**src/rtl/core/hjp_pkg.sv**
```systemverilog
// Shared types and constants for the hash join probe table.
`timescale 1ns / 1ps
`default_nettype none
package hjp_pkg;

  localparam int KEY_W    = 32;
  localparam int OPCODE_W = 2;

  localparam logic [OPCODE_W-1:0] OP_CLEAR  = 2'd0;
  localparam logic [OPCODE_W-1:0] OP_INSERT = 2'd1;
  localparam logic [OPCODE_W-1:0] OP_PROBE  = 2'd2;

  localparam logic STATUS_MATCH = 1'b0;
  localparam logic STATUS_FULL  = 1'b1;

  localparam logic [KEY_W-1:0] HASH_MULT = 32'd2654435761;

  // Commands from the controller to the datapath.
  typedef struct packed {
    logic load_item;    // capture the request key
    logic load_home;    // slot pointer to home slot, step count to zero
    logic rd_slot;      // read the slot under the pointer
    logic advance;      // step the pointer with wrap
    logic fill_slot;    // store the key in the slot under the pointer
    logic sweep_start;  // pointer and fill count to zero
    logic sweep_step;   // mark the slot empty and step the pointer
    logic load_out;     // load the result register
    logic out_status;
  } hjp_cmd_t;

  // Status from the datapath to the controller.
  typedef struct packed {
    logic full;
    logic slot_valid;
    logic key_match;
    logic last_step;
    logic sweep_last;
  } hjp_sts_t;

endpackage
`default_nettype wire

```
**src/rtl/core/hjp_ctrl.sv**
```systemverilog
// Controller: sequences clear sweeps, hashing, the probe walk and result delivery.
`timescale 1ns / 1ps
`default_nettype none
module hjp_ctrl import hjp_pkg::*; (
  input  wire                 clk,
  input  wire                 rst,
  input  wire                 req_valid,
  input  wire  [OPCODE_W-1:0] req_opcode,
  output logic                req_ready,
  output logic                rsp_valid,
  input  wire                 rsp_ready,
  output hjp_cmd_t            cmd,
  input  wire  hjp_sts_t      sts
);

  localparam logic [2:0] ST_SWEEP = 3'd0;
  localparam logic [2:0] ST_IDLE  = 3'd1;
  localparam logic [2:0] ST_HASH  = 3'd2;
  localparam logic [2:0] ST_HOME  = 3'd3;
  localparam logic [2:0] ST_READ  = 3'd4;
  localparam logic [2:0] ST_CHECK = 3'd5;
  localparam logic [2:0] ST_EMIT  = 3'd6;

  logic [2:0] state;
  logic [2:0] state_next;
  logic       is_probe;
  logic       is_probe_next;
  logic       req_fire;

  assign req_ready = (state == ST_IDLE);
  assign req_fire  = req_valid & req_ready;

  always_comb begin
    state_next    = state;
    is_probe_next = is_probe;
    cmd           = '0;
    unique case (state)
      ST_SWEEP: begin
        cmd.sweep_step = 1'b1;
        if (sts.sweep_last) begin
          state_next = ST_IDLE;
        end
      end
      ST_IDLE: begin
        if (req_fire) begin
          cmd.load_item = 1'b1;
          unique case (req_opcode)
            OP_CLEAR: begin
              cmd.sweep_start = 1'b1;
              state_next      = ST_SWEEP;
            end
            OP_INSERT: begin
              is_probe_next = 1'b0;
              state_next    = sts.full ? ST_EMIT : ST_HASH;
            end
            OP_PROBE: begin
              is_probe_next = 1'b1;
              state_next    = ST_HASH;
            end
            default: begin
              // unused opcode: drop the request
              state_next = ST_IDLE;
            end
          endcase
        end
      end
      ST_HASH: begin
        state_next = ST_HOME;
      end
      ST_HOME: begin
        cmd.load_home = 1'b1;
        state_next    = ST_READ;
      end
      ST_READ: begin
        cmd.rd_slot = 1'b1;
        state_next  = ST_CHECK;
      end
      ST_CHECK: begin
        priority if (!sts.slot_valid) begin
          cmd.fill_slot = !is_probe;
          state_next    = ST_IDLE;
        end else if (is_probe && sts.key_match) begin
          state_next = ST_EMIT;
        end else if (sts.last_step) begin
          state_next = ST_IDLE;
        end else begin
          cmd.advance = 1'b1;
          state_next  = ST_READ;
        end
      end
      ST_EMIT: begin
        // hold until the result register frees up
        if (!rsp_valid || rsp_ready) begin
          cmd.load_out   = 1'b1;
          cmd.out_status = is_probe ? STATUS_MATCH : STATUS_FULL;
          state_next     = ST_IDLE;
        end
      end
      default: begin
        state_next = ST_IDLE;
      end
    endcase
  end

  always_ff @(posedge clk) begin
    if (rst) begin
      state     <= ST_SWEEP;
      is_probe  <= 1'b0;
      rsp_valid <= 1'b0;
    end else begin
      state    <= state_next;
      is_probe <= is_probe_next;
      if (cmd.load_out) begin
        rsp_valid <= 1'b1;
      end else if (rsp_ready) begin
        rsp_valid <= 1'b0;
      end
    end
  end

endmodule
`default_nettype wire
```
**config.mk**
```make
export PLATFORM = sky130hd
export DESIGN_NAME = hjp_ctrl
export DESIGN_NICKNAME = d
export VERILOG_FILES = /design/src/rtl/core/hjp_pkg.sv /design/src/rtl/core/hjp_ctrl.sv
export SDC_FILE = /design/constraint.sdc
export NUM_CORES = 1
export LEC_CHECK = 0
export ABC_AREA = 1
export BUFFER_PORTS_ARGS = -buffer_cell sky130_fd_sc_hd__buf_2
export CAP_MARGIN = 25
export CORE_AREA = 2 2 39 41
export CTS_CLUSTER_SIZE = 8
export DETAILED_ROUTE_END_ITERATION = 16
export DIE_AREA = 0 0 41 43
export GPL_TIMING_DRIVEN = 0
export HOLD_SLACK_MARGIN = 0.03
export PLACE_DENSITY_LB_ADDON = 0.05
export SLEW_MARGIN = 20
export SYNTH_ARGS = -nofsm -noshare
export SYNTH_HDL_FRONTEND = slang
export SYNTH_SLANG_ARGS = --single-unit
```
**constraint.sdc**
```tcl
create_clock -name clk -period 3.1 [get_ports clk]
set_input_delay 0.775 -clock clk [delete_from_list [all_inputs] [get_ports clk]]
set_output_delay 0.775 -clock clk [all_outputs]
set_load 0.01 [all_outputs]
```
==> flow_summary.yaml <==
detailed_routing:
  wire_per_inst_um: 8.420
  drt_iter0_drc: 10
  ant_nets: 0
  drc: 0
  wl_um: 1002
  num_vias: 515
  vias_per_cell: 4.328
  firstDrtPassIters: 4
setup_path:
  crit_path_max_incr_delay_ps: 180
  cp-end-kind: "primary output"
  path_common_cell: "buf_2"
  cp-start-kind: "input port"
  cp.buffers_inverters: 3
  cp.depth: 5
  slowest_stage: "ha_1"
  crit_arrival_ps: 1430
  crit_chain: "buf_2 -> inv_1 -> ha_1 -> and3_2 -> buf_2"
  required_ps: 2320
  worst-setup-path-type: "input port to primary output"
  crit_family: "buffers and inverters"
  cp_max_fo: 3
  r2r.worst_path.cells: 7
min_path:
  worstHoldPathCells: 2
  hold_class: "register to register"
logic_synthesis:
  syn_area_um2: 467.9
  synthesis.nets: 93
  ys_ff_latch: 5
  ys_seq_area_share_pct: 21.39
  yosysWarnings: 0
  syn-instance-count: 78
  syn_avg_cell_area_um2: 5.999
  yosysUniqueCellTypes: 17
clock_network:
  holdBufCountCts: 0
  cts.path.max_buffers: 2
  clk_pin_slew_worst_paths_ps: 40
  insertion_delay_ps: 240
  cts_setup_buffers: 0
  post_cts_resize_count: 0
  tritoncts: "done"
  numCtsBuffers: 3
  htreeDepth: 1
  root_buffer: "clkbuf_4"
  cts_num_sinks: 5
sta:
  min_period_ps: 2207
  rsz0062_at_grt: "false"
  timing.setup.tns_ps: 0
  tightest_slew_ps: 262.1
  fmax_mhz: 453.0
  finalHoldViolations: 0
  drv_slew: 0
  skew_ps: 1.394
  setup_viol: 0
  timing.slew.headroom_pct: 82.46
  min_period_over_period_pct: 71.20
floorplan:
  coreArea_um2: 1384
  die_h_um: 43
  rows: 14
  num_io_pins: 22
  start_util_pct: 33.82
  die_w_um: 41
  die_area_um2: 1763
outcome:
  outcome: "finished clean"
cells_and_area:
  drive_gt1_share_pct: 34.95
  nets: 119
  mostFrequentLayoutCell: "buf_2"
  fin_util_pct: 44.76
  areaGrowthSynthToFinish_pct: 32.35
  final_cell_mix: "buf_2 (21), inv_1 (15), nand2_1 (13)"
  antenna_cells: 0
grt:
  antenna_found_initial: 0
  grt_max_degree: 7
  grt_pass1_vias: 427
  grt_first_pass_wirelength_um: 1628
  overflow: 0
  groute.usage.overall_pct: 13.86
pwr:
  power.density_nw_per_um2: 324.6
  leakage_nw: 0.3679
  finalPower_uw: 201.0
  irDropWorstVdd_uv: 164.1
run:
  cap_violations: 0
placement:
  place_congestion: 0.6813
  port_buffers: 21
  hpwl_um: 870.4
## cell usage after synthesis (all sizes together)
cell type,n,area [um2]
dfxtp,5,100.1
nor3b,1,7.510
nand3b,1,7.510
nor2,14,65.06
inv,18,67.56
nand4,1,6.260
and3,1,7.510
a21oi,4,20.02
nand2,15,61.31
o21ai,1,5.000
nand3,11,60.06
ha,4,50.05
nor3,2,10.01
## worst paths after layout
check | slack [ps] | start | end
min reg2reg | 530 | is_probe | is_probe
min | 530 | is_probe | is_probe
max reg2reg | 1950 | state[1] | state[2]
max | 890 | req_opcode[0] | cmd[3]
## worst min-delay path, stage by stage, from the launching register on
cell and delay [ps]:
dfxtp_1 340, o21ai_0 90, a21oi_1 60
## logic make-up after synthesis
| family | Yosys count | synth area share [%] |
|---|---|---|
| AO/OA/AOI/OAI | 5 | 5.347 |
| flip-flops | 5 | 21.39 |
| AND/OR/NAND/NOR | 46 | 48.13 |
| adder cells (fa/ha/maj) | 4 | 10.70 |
| buffers and inverters | 18 | 14.44 |
## report_power, final
group	internal [mW]	leakage, nW	total [mW]	switching [mW]
sequential	0.0674	0.0407	0.0717	0.00431
clock	0.0487	0.0150	0.0756	0.0269
combinational	0.0221	0.312	0.0537	0.0316
## cell type report
| class | count | area, um2 |
|---|---|---|
| Tap cell | 16 | 20.02 |
| Sequential cell | 5 | 100.1 |
| Fill cell | 162 | 764.5 |
| Multi-Input combinational cell | 55 | 300.3 |
| Clock buffer | 4 | 26.28 |
| Timing Repair Buffer | 21 | 105.1 |
| Inverter | 18 | 67.56 |
## stage by stage
stage / setup WS [ps] / std cells / cell area, um2 / hold WS [ps]
after global placement: 894.6 / 115 / 593.1 / 535.1
after floorplan: 1119 / 78 / 467.9 / 483.5
final: 892.7 / 119 / 619.3 / 533.2
after CTS: 886.3 / 119 / 619.3 / 539.1
after detailed placement: 890.5 / 115 / 593.1 / 532.3
after global routing: 854.9 / 119 / 619.3 / 568.2
## state kept, by name, summed over array words and instances, names as in the netlist
register	cells
rsp_valid	1
state	3
is_probe	1
## routing by layer
layer	vias to the layer above	track usage [%]	wire length, um
li1	293	-	-
met1	205	17.04	471
met2	17	20.00	468
met3	0	7.853	63
met4	0	4.000	0
met5	-	0	0
(Power assumes the default switching activity.)
